==> src/rtl/bdch_pkg.sv <==
// Shared types and codes for the button debounce and click/hold qualifier.
// Used by bdch_cfg, bdch_core and button_debounce_click_hold; no dependencies.
`timescale 1ns / 1ps

package bdch_pkg;

	localparam int DebounceW = 10;
	localparam int HoldW = 16;
	localparam int CfgDataW = 16;

	localparam logic [DebounceW-1:0] DEBOUNCE_RESET = 10'd20;
	localparam logic [HoldW-1:0] HOLD_RESET = 16'd500;

	// Operation codes of an input word.
	localparam logic [1:0] OP_PIN = 2'd0;
	localparam logic [1:0] OP_TICK = 2'd1;
	localparam logic [1:0] OP_TAKE = 2'd2;

	// Event codes.
	localparam logic [1:0] EVT_NONE = 2'd0;
	localparam logic [1:0] EVT_CLICK = 2'd1;
	localparam logic [1:0] EVT_HELD = 2'd2;

	// Configuration register indexes.
	localparam logic REG_DEBOUNCE = 1'b0;
	localparam logic REG_HOLD = 1'b1;

	typedef struct packed {
		logic [1:0] operation;
		logic raw_level;
	} item_t;

	typedef struct packed {
		logic [1:0] event_res;
		logic pressed;
	} result_t;

	typedef struct packed {
		logic [DebounceW-1:0] debounce_ticks;
		logic [HoldW-1:0] hold_ticks;
	} cfg_t;

endpackage

==> src/rtl/bdch_cfg.sv <==
// Configuration registers of the button qualifier: debounce and hold limits.
// Depends on bdch_pkg.
`timescale 1ns / 1ps

module bdch_cfg (
	input  logic clk,
	input  logic arst_n,
	input  logic cfg_we,
	input  logic cfg_index,
	input  logic [bdch_pkg::CfgDataW-1:0] cfg_data,
	output bdch_pkg::cfg_t cfg
);
	import bdch_pkg::*;

	logic [DebounceW-1:0] debounce_q;
	logic [HoldW-1:0] hold_q;

	always_ff @(posedge clk or negedge arst_n) begin
		if (!arst_n) begin
			debounce_q <= DEBOUNCE_RESET;
			hold_q <= HOLD_RESET;
		end else if (cfg_we) begin
			unique case (cfg_index)
				REG_DEBOUNCE: debounce_q <= cfg_data[DebounceW-1:0];
				REG_HOLD: hold_q <= cfg_data[HoldW-1:0];
				default: ;
			endcase
		end
	end

	assign cfg.debounce_ticks = debounce_q;
	assign cfg.hold_ticks = hold_q;

endmodule

==> src/rtl/bdch_core.sv <==
// Debounce, hold timing and event state of the button qualifier.
// Computes the result of one word and updates the state. Depends on bdch_pkg.
`timescale 1ns / 1ps

module bdch_core (
	input  logic clk,
	input  logic arst_n,
	input  logic en,
	input  bdch_pkg::item_t item,
	input  bdch_pkg::cfg_t cfg,
	output bdch_pkg::result_t result
);
	import bdch_pkg::*;

	logic raw_q, raw_n;
	logic [DebounceW-1:0] settle_q, settle_n;
	logic stable_q, stable_n;
	logic prev_q, prev_n;
	logic [HoldW-1:0] hold_q, hold_n, hold_inc;
	logic done_q, done_n;
	logic [1:0] pend_q, pend_n;
	logic [1:0] ev;
	logic [1:0] taken;

	always_comb begin
		raw_n = raw_q;
		settle_n = settle_q;
		stable_n = stable_q;
		prev_n = prev_q;
		hold_n = hold_q;
		done_n = done_q;
		pend_n = pend_q;
		hold_inc = hold_q;
		ev = EVT_NONE;
		taken = EVT_NONE;
		unique case (item.operation)
			OP_PIN: begin
				raw_n = item.raw_level;
				settle_n = cfg.debounce_ticks;
			end
			OP_TICK: begin
				if (settle_q != '0) begin
					settle_n = settle_q - 1'b1;
					if (settle_n == '0) begin
						// The pin is active low.
						stable_n = ~raw_q;
						if (stable_n && !prev_q) begin
							hold_n = '0;
							done_n = 1'b0;
						end else if (!stable_n && prev_q) begin
							if (!done_q) begin
								ev = EVT_CLICK;
							end
							hold_n = '0;
						end
						prev_n = stable_n;
					end
				end
				if (stable_n && !done_n) begin
					hold_inc = hold_n + 1'b1;
					hold_n = hold_inc;
					if (hold_inc >= cfg.hold_ticks) begin
						ev = EVT_HELD;
						done_n = 1'b1;
					end
				end
				if (ev != EVT_NONE) begin
					pend_n = ev;
				end
			end
			OP_TAKE: begin
				taken = pend_q;
				pend_n = EVT_NONE;
			end
			default: ;
		endcase
	end

	always_ff @(posedge clk or negedge arst_n) begin
		if (!arst_n) begin
			raw_q <= 1'b0;
			settle_q <= '0;
			stable_q <= 1'b0;
			prev_q <= 1'b0;
			hold_q <= '0;
			done_q <= 1'b0;
			pend_q <= EVT_NONE;
		end else if (en) begin
			raw_q <= raw_n;
			settle_q <= settle_n;
			stable_q <= stable_n;
			prev_q <= prev_n;
			hold_q <= hold_n;
			done_q <= done_n;
			pend_q <= pend_n;
		end
	end

	assign result.event_res = taken;
	assign result.pressed = stable_n;

	// Taking an event always leaves nothing pending.
	a_take_clears: assert property (@(posedge clk) disable iff (!arst_n)
		en && item.operation == OP_TAKE |=> pend_q == EVT_NONE)
		else $error("pending event not cleared by take");

	// No word means no state change.
	a_idle_hold: assert property (@(posedge clk) disable iff (!arst_n)
		!en |=> $stable({raw_q, settle_q, stable_q, prev_q, hold_q, done_q, pend_q}))
		else $error("state changed without a word");

	// A pressed level can only change on a tick that finishes the settle countdown.
	a_level_change: assert property (@(posedge clk) disable iff (!arst_n)
		stable_n != stable_q && en |-> item.operation == OP_TICK && settle_q == 10'd1)
		else $error("debounced level changed outside a settle completion");

	// After a held event for this press, no click can follow until a new press.
	a_no_click_after_held: assert property (@(posedge clk) disable iff (!arst_n)
		en && done_q && stable_q && stable_n |-> ev != EVT_CLICK)
		else $error("click raised while a press is already held");

endmodule

==> src/rtl/button_debounce_click_hold.sv <==
// Top level of the button debounce and click/hold qualifier.
// Depends on bdch_pkg, bdch_cfg and bdch_core.
`timescale 1ns / 1ps

// One active-low button pin is qualified from a stream of words: pin change,
// timer tick or take event. Each accepted word yields exactly one result word
// carrying the taken event (none, click or held) and the debounced level. The
// block accepts a word every cycle unless item_stall is high. A word is held in
// the input register, and its result is registered in the result register and
// offered on res. All state is updated at the same edge that loads the result
// register. When both registers hold words and the result is stalled, the input
// register holds and item_stall rises. The user must write configuration only
// while no word is in flight; the block itself does not enforce this.
module button_debounce_click_hold (
	input  logic clk,
	input  logic arst_n,
	input  logic cfg_we,
	input  logic cfg_index,
	input  logic [bdch_pkg::CfgDataW-1:0] cfg_data,
	input  logic item_valid,
	output logic item_stall,
	input  bdch_pkg::item_t item,
	output logic res_valid,
	input  logic res_stall,
	output bdch_pkg::result_t res
);
	import bdch_pkg::*;

	cfg_t cfg;
	item_t item_s1;
	logic valid_s1;
	logic advance;
	result_t core_res;
	result_t res_q;
	logic res_valid_q;

	bdch_cfg u_cfg (
		.clk(clk),
		.arst_n(arst_n),
		.cfg_we(cfg_we),
		.cfg_index(cfg_index),
		.cfg_data(cfg_data),
		.cfg(cfg)
	);

	// The input register moves on whenever the result register is free or draining.
	assign advance = valid_s1 && (!res_valid_q || !res_stall);
	assign item_stall = valid_s1 && !advance;

	always_ff @(posedge clk or negedge arst_n) begin
		if (!arst_n) begin
			valid_s1 <= 1'b0;
		end else if (!item_stall) begin
			valid_s1 <= item_valid;
		end
	end

	always_ff @(posedge clk) begin
		if (!item_stall && item_valid) begin
			item_s1 <= item;
		end
	end

	bdch_core u_core (
		.clk(clk),
		.arst_n(arst_n),
		.en(advance),
		.item(item_s1),
		.cfg(cfg),
		.result(core_res)
	);

	always_ff @(posedge clk or negedge arst_n) begin
		if (!arst_n) begin
			res_valid_q <= 1'b0;
		end else if (advance) begin
			res_valid_q <= 1'b1;
		end else if (!res_stall) begin
			res_valid_q <= 1'b0;
		end
	end

	always_ff @(posedge clk) begin
		if (advance) begin
			res_q <= core_res;
		end
	end

	assign res_valid = res_valid_q;
	assign res = res_q;

	// A word held in the input register is only stalled behind a stalled result.
	a_stall_cause: assert property (@(posedge clk) disable iff (!arst_n)
		item_stall |-> valid_s1 && res_valid_q && res_stall)
		else $error("input stalled without a stalled result");

endmodule
==> config.mk <==
export PLATFORM = sky130hd
export DESIGN_NAME = button_debounce_click_hold
export DESIGN_NICKNAME = d
export VERILOG_FILES = /design/src/rtl/bdch_pkg.sv /design/src/rtl/bdch_cfg.sv /design/src/rtl/bdch_core.sv /design/src/rtl/button_debounce_click_hold.sv
export SDC_FILE = /design/constraint.sdc
export NUM_CORES = 1
export LEC_CHECK = 0
export BUFFER_PORTS_ARGS = -buffer_cell sky130_fd_sc_hd__buf_2
export CORE_UTILIZATION = 45
export CTS_CLUSTER_SIZE = 16
export DETAILED_ROUTE_END_ITERATION = 10
export RECOVER_POWER = 25
export SLEW_MARGIN = 20
export SYNTH_ARGS = -nofsm -noshare
export SYNTH_HDL_FRONTEND = slang
export SYNTH_SLANG_ARGS = --single-unit
export TNS_END_PERCENT = 5
==> constraint.sdc <==
create_clock -name clk -period 5.2 [get_ports clk]
set_input_delay 0.52 -clock clk [delete_from_list [all_inputs] [get_ports clk]]
set_output_delay 0.52 -clock clk [all_outputs]
set_load 0.01 [all_outputs]
==> results.sh, run 1 <==
export IMPL_rsz0062_at_grt="no"
export IMPL_timing_hold_violations_final=0
export IMPL_power_leakage_uw=0.00188
export IMPL_clock_skew_ns=0.00941
export IMPL_dp_cells=513
export IMPL_period_needed_ns=4.90
export IMPL_min_from="item[2]"
export IMPL_r2r_end="u_core.pend_q[1]"
export IMPL_drc=0
export IMPL_finalNetCount=463
export IMPL_h_tree_depth=3
export IMPL_syn_cell_area_sq_um=3800
export IMPL_cp_arrival_ns=5.14
export IMPL_fp_dieH_microns=93.8
export IMPL_netlist_area_leader_share=0.343
export IMPL_antennaDiodeCount=0
export IMPL_drt_iter0_markers=111
export IMPL_setup_slack_ns=0.296
export IMPL_crit_required_ns=5.44
export IMPL_crit_slowest_cell="a2111oi_1"
export IMPL_area_growth_pct=11.0
export IMPL_reg2reg_slack_ns=0.30
export IMPL_synth_seq_cells=66
export IMPL_slowest_delay_ns=0.61
export IMPL_initial_utilization=0.464
export IMPL_clk_latency_ns=0.35
export IMPL_numCtsBuffers=9
export IMPL_setup_viol=0
export IMPL_synth_top_flop_cell="dfrtp_1"
export IMPL_post_drt_via_cell_ratio=5.50
export IMPL_fp_dieW_microns=93.8
export IMPL_clkTransAtPathRegs_ns=0.08
export IMPL_rr_worst_depth=19
export IMPL_synth_fp_nets=434
export IMPL_die_area_sq_um=8810
export IMPL_hp_class="in -> reg"
export IMPL_routed_wirelength_microns=7960
export IMPL_grt_pass1_vias=2784
export IMPL_ioPinCount=30
export IMPL_cts_resized=0
export IMPL_grt_max_degree=61
export IMPL_p_per_area_nw_per_um2=353
export IMPL_regToRegStartpoint="u_core.settle_q[0]"
export IMPL_tightest_slew_ns=3.31
export IMPL_endpoint="u_core.pend_q[1]"
export IMPL_max_freq_mhz=204
export IMPL_setup_tns_ns=0
export IMPL_post_place_ws_ns=0.324
export IMPL_maxSlewViolCount=61
export IMPL_fin_cells=529
export IMPL_cts_tree="built"
export IMPL_dpl_hpwl_microns=5570
export IMPL_startpoint_type="flip-flop"
export IMPL_std_cell_rows=33
export IMPL_yosysUniqueCellTypes=54
export IMPL_critPathMostFrequentCell="ha_1"
export IMPL_track_usage=0.197
export IMPL_grt_pass1_wl_microns=13300
export IMPL_yosysSeqAreaShare=0.446
export IMPL_synth_area_leaders="dfrtp_1 34%, mux2_2 8.0%, ha_1 6.3%"
export IMPL_yosysMostFrequentCell="dfrtp_1"
export IMPL_routedWlPerCell_microns=15.1
export IMPL_worstSetupPathType="reg -> reg"
export IMPL_clock_path_buffers=2
export IMPL_status="complete, but fails checks"
export IMPL_ys_warnings_count=0
export IMPL_cp_max_fo=9
export IMPL_fin_hold_ws_ns=0.344
export IMPL_startpoint="u_core.settle_q[0]"
export IMPL_ir_worst_vdd_uv=239
export IMPL_cap_viol_max_count=1
export IMPL_synth_edf_count=6
export IMPL_coreArea_sq_um=8180
export IMPL_synth_cells=390
export IMPL_min_period_over_period=0.943
export IMPL_cts_setup_buffers=0
export IMPL_port_buffers=29
export IMPL_cts_root_buf="clkbuf_8"
export IMPL_cts_sinks=66
export IMPL_max_slew_margin_rel=-1.21
export IMPL_avgSynthCellArea_sq_um=9.73
export IMPL_final_antenna_net_count=0
export IMPL_detailroute_via_count=2909
export IMPL_synthArstFlopShare=0.909
export IMPL_synth_top_cells_by_count="52 x dfrtp_1, 40 x nor2_1, 31 x nand2_1"
export IMPL_synth_top_area_cell="dfrtp_1"
export IMPL_fill_cells=787
export IMPL_crit_chain="inv_1, ha_1, xnor2_1, nand4b_1, a211o_2, nor4_4, nor2b_1, ha_1, and3_1, and3_1, xnor2_1, nor2_1, ha_1, a21o_1, a21oi_1, nor2_1, a2111oi_1, nor3_1, a31o_2"
export IMPL_hold_buffers=0
export IMPL_dr_pass1_iters=4
export IMPL_grt_overflow=0
export IMPL_violations="capacitance limit, slew limit"
export IMPL_antenna_found_initial=0
export IMPL_drive_above_1_share=0.212
export IMPL_finalWeightedCongestion=0.869
export IMPL_worstSetupEndpointType="flip-flop"
## placed cells by master (no fill, tap or decap), types with 6 or more instances in the layout
cell / n
buf_2: 29
clkbuf_8: 12
a31oi_1: 9
nor2_1: 40
nor3_1: 9
mux2_2: 27
ha_1: 19
dfstp_2: 8
a21o_1: 7
dfrtp_1: 52
a21oi_1: 25
nand3_1: 6
o21ai_0: 23
nand2_1: 31
edfxtp_1: 6
o21ai_1: 8
inv_1: 23
xnor2_1: 13
and3_1: 7
nor2b_1: 7
## stage by stage
| stage | util | cell area (sq um) | power (uW) |
|---|---|---|---|
| after detailed placement | 0.493 | 4030 | 1070 |
| after global placement | 0.493 | 4030 | 1060 |
| after CTS | 0.516 | 4220 | 1500 |
| after global routing | 0.516 | 4220 | 1580 |
| after floorplan | - | 3800 | 967 |
| final | 0.516 | 4220 | 1490 |
## report_power, final
group	internal, uW	total (uW)	switching [uW]
clock	211	420	209
combinational	168	372	204
sequential	605	697	91.5
total	984	1490	504
## worst min path at each step
stage	to	slack (ns)	depth (start not counted)
6_report	item_s1[2]	0.34	1
4_1_cts	item_s1[2]	0.33	1
3_5_place_dp	u_core.raw_q	0.47	1
2_1_floorplan	res_valid	0.22	0
5_1_grt	item_s1[2]	0.33	1
3_3_place_gp	res_valid	0.45	1
## per-layer routing
metal	routed length [microns]	vias up	track usage
li1	-	1444	-
met4	229	0	0.105
met1	4050	1390	0.279
met5	0	-	0
met3	269	19	0.0356
met2	3420	56	0.285
## worst max-delay path: cells and delay by family, from the launching register on
family          cells  cell delay (ns)
compound gates      5             1.57
simple gates        8             1.40
fa+ha+maj           3             0.90
flops               1             0.47
xor+xnor            2             0.37
buf+inv             1             0.07
## cell families (layout without fill, tap and decap cells)
| group | Yosys count | after routing | synth area share |
|---|---|---|---|
| AND/OR/NAND/NOR | 129 | 129 | 0.176 |
| XOR/XNOR | 16 | 16 | 0.0369 |
| adder cells (fa/ha/maj) | 19 | 19 | 0.0626 |
| multiplexers | 32 | 32 | 0.0933 |
| AO/OA/AOI/OAI | 91 | 91 | 0.146 |
| flip-flops | 66 | 66 | 0.446 |
| buffers and inverters | 37 | 71 | 0.0402 |
## final cells by class
type	count	area [sq um]	share of cell area
timing repair buffer	32	164	0.0389
inverter	23	86.3	0.0205
multi-input combinational	287	1950	0.463
sequential	66	1690	0.401
tap	105	131	0.0312
clock inverter	4	23.8	0.00564
clock buffer	12	165	0.0392
## state kept, by name, indices dropped and copies added (netlist names), 2 cells and up
| name | count |
|---|---|
| u_core.pend_q | 2 |
| u_core.hold_q | 16 |
| u_cfg.hold_q | 16 |
| u_core.settle_q | 10 |
| res | 3 |
| item_s1 | 3 |
| u_cfg.debounce_q | 10 |
(Power assumes the default switching activity.)
==> run 2: changes to the inputs <==
--- a/config.mk
+++ b/config.mk
@@ -5,10 +5,13 @@
 export SDC_FILE = /design/constraint.sdc
 export NUM_CORES = 1
 export LEC_CHECK = 0
-export BUFFER_PORTS_ARGS = -buffer_cell sky130_fd_sc_hd__buf_2
-export CORE_UTILIZATION = 45
+export CELL_PAD_IN_SITES_DETAIL_PLACEMENT = 2
+export CELL_PAD_IN_SITES_GLOBAL_PLACEMENT = 2
+export CORE_UTILIZATION = 41
 export CTS_CLUSTER_SIZE = 16
 export DETAILED_ROUTE_END_ITERATION = 10
+export DONT_BUFFER_PORTS = 1
+export PLACE_DENSITY_LB_ADDON = 0.1
 export RECOVER_POWER = 25
 export SLEW_MARGIN = 20
 export SYNTH_ARGS = -nofsm -noshare
==> run 2 against run 1 <==
  * The flow still finishes with violations (capacitance limit, slew limit)
  * Hold slack lost 0.089 ns
  * Total power grew 3.6%
  * Combinational power up 4%
  * Core utilization is 5.0 points lower
  * Clock power rose by 6.7%
  * Critical path depth grew 1
  * Worst setup slack improved by 0.16 ns
  * Clock skew rose by 0.0080 ns
  * Final area is 2.2% lower
  * Critical endpoint unchanged
  * Largest cell class unchanged
==> results.sh, run 2 (same netlist as run 1, synthesis figures left out) <==
export IMPL_status="complete, but fails checks"
export IMPL_violations="capacitance limit, slew limit"
export IMPL_ioPinCount=30
export IMPL_post_place_ws_ns=0.485
export IMPL_routedWlPerCell_microns=20.4
export IMPL_worstSetupPathType="reg -> reg"
export IMPL_fp_dieH_microns=98.2
export IMPL_coreArea_sq_um=8850
export IMPL_antennaDiodeCount=0
export IMPL_finalWeightedCongestion=0.819
export IMPL_timing_hold_violations_final=0
export IMPL_drc=0
export IMPL_dp_cells=489
export IMPL_cts_tree="built"
export IMPL_clk_latency_ns=0.36
export IMPL_cts_setup_buffers=0
export IMPL_dr_pass1_iters=4
export IMPL_post_drt_via_cell_ratio=5.80
export IMPL_final_antenna_net_count=0
export IMPL_initial_utilization=0.429
export IMPL_fin_cells=508
export IMPL_maxSlewViolCount=53
export IMPL_clock_skew_ns=0.0174
export IMPL_detailroute_via_count=2948
export IMPL_rr_worst_depth=20
export IMPL_startpoint_type="flip-flop"
export IMPL_cts_root_buf="clkbuf_8"
export IMPL_routed_wirelength_microns=10400
export IMPL_ir_worst_vdd_uv=173
export IMPL_std_cell_rows=34
export IMPL_clock_path_buffers=2
export IMPL_grt_max_degree=53
export IMPL_port_buffers=0
export IMPL_final_cell_mix="52 x dfrtp_1, 40 x nor2_1, 31 x nand2_1"
export IMPL_numCtsBuffers=9
export IMPL_grt_pass1_vias=3325
export IMPL_hp_class="in -> reg"
export IMPL_startpoint="u_core.settle_q[0]"
export IMPL_clkTransAtPathRegs_ns=0.08
export IMPL_power_leakage_uw=0.00179
export IMPL_fill_cells=975
export IMPL_track_usage=0.239
export IMPL_grt_pass1_wl_microns=17500
export IMPL_setup_slack_ns=0.455
export IMPL_fp_dieW_microns=98.2
export IMPL_max_slew_margin_rel=-1.03
export IMPL_rsz0062_at_grt="no"
export IMPL_grt_overflow=0
export IMPL_min_period_over_period=0.913
export IMPL_h_tree_depth=3
export IMPL_max_freq_mhz=211
export IMPL_tightest_slew_ns=3.04
export IMPL_dpl_hpwl_microns=7190
export IMPL_finalNetCount=439
export IMPL_multi_input_area_sq_um=1950
export IMPL_setup_tns_ns=0
export IMPL_area_growth_pct=8.60
export IMPL_reg_top3="u_cfg.hold_q: 16 flops, u_core.hold_q: 16 flops"
export IMPL_reg2reg_slack_ns=0.45
export IMPL_period_needed_ns=4.75
export IMPL_p_per_area_nw_per_um2=374
export IMPL_setup_viol=0
export IMPL_drive_above_1_share=0.155
export IMPL_cts_sinks=66
export IMPL_crit_required_ns=5.44
export IMPL_cp_arrival_ns=4.99
export IMPL_cp_max_fo=9
export IMPL_layout_commonest_cell="dfrtp_1"
export IMPL_die_area_sq_um=9650
export IMPL_cap_viol_max_count=1
export IMPL_antenna_found_initial=0
export IMPL_endpoint="u_core.pend_q[1]"
export IMPL_drt_iter0_markers=48
export IMPL_regArea_sq_um=1690
export IMPL_r2r_end="u_core.pend_q[1]"
export IMPL_regToRegStartpoint="u_core.settle_q[0]"
export IMPL_worstSetupEndpointType="flip-flop"
run 2: cell count changes in the layout (fill, tap and decap cells not counted), moves of 2 or more:
| cell | change |
|---|---|
| clkbuf_8 | -2 |
| dlygate4sd3_1 | +2 |
| buf_2 | -29 |
| clkbuf_1 | +2 |
| buf_4 | +3 |
run 2: final cells by class:
class,count,share of cell area
clock buffer,12,0.0352
timing repair buffer,8,0.0149
tap,108,0.0328
inverter,23,0.0209
clock inverter,4,0.0124
sequential,66,0.410
multi-input combinational,287,0.473
run 2: worst min path at each step:
stage / startpoint / end / slack, ns / cells after the start
3_5_place_dp: arst_n / u_core.hold_q[11] / 0.23 / 0
5_1_grt: item[0] / item_s1[0] / 0.23 / 0
3_3_place_gp: arst_n / u_core.hold_q[11] / 0.23 / 0
6_report: item[0] / item_s1[0] / 0.25 / 0
2_1_floorplan: arst_n / res_valid / 0.22 / 0
4_1_cts: arst_n / u_core.hold_q[11] / 0.01 / 1
run 2: metal layers:
layer | part of all wire | wire length, microns | global-route usage
met5 | 0 | 0 | 0
met4 | 0.021 | 221 | 0.0953
met3 | 0.035 | 363 | 0.0523
met2 | 0.47 | 4880 | 0.379
met1 | 0.47 | 4920 | 0.318
run 2: critical path, cell delays in order, from the launching register on:
cell,delay [ns]
dfrtp_1,0.48
inv_1,0.08
ha_1,0.31
xnor2_1,0.19
nand4b_1,0.11
a211o_2,0.39
nor4_4,0.37
nor2b_1,0.14
ha_1,0.30
and3_1,0.23
and3_1,0.23
xnor2_1,0.16
nor2_1,0.06
ha_1,0.30
a21o_1,0.17
a21oi_1,0.14
nor2_1,0.06
a2111oi_0,0.42
buf_4,0.20
nor3_1,0.07
a31o_2,0.23
run 2: where the power goes:
group          internal [uW]  switching, uW
registers                605            101
logic                    164            224
clock network            235            213
total                   1000            537
run 2: what timing repair did:
item | in CTS | in global routing
gates resized for setup | 0 | 0
hold endpoints to repair | 52 | 1
hold buffers | 2 | 1
run 2: metrics by stage:
step                      hold slack [ns]  power (uW)  utilization  area (sq um)
after CTS                          0.0126        1560        0.467          4140
final                               0.255        1540        0.466          4120
after detailed placement            0.226        1080        0.441          3900
after global routing                0.231        1640        0.466          4120
after floorplan                     0.224         967            -          3800
after global placement              0.226        1060        0.441          3900
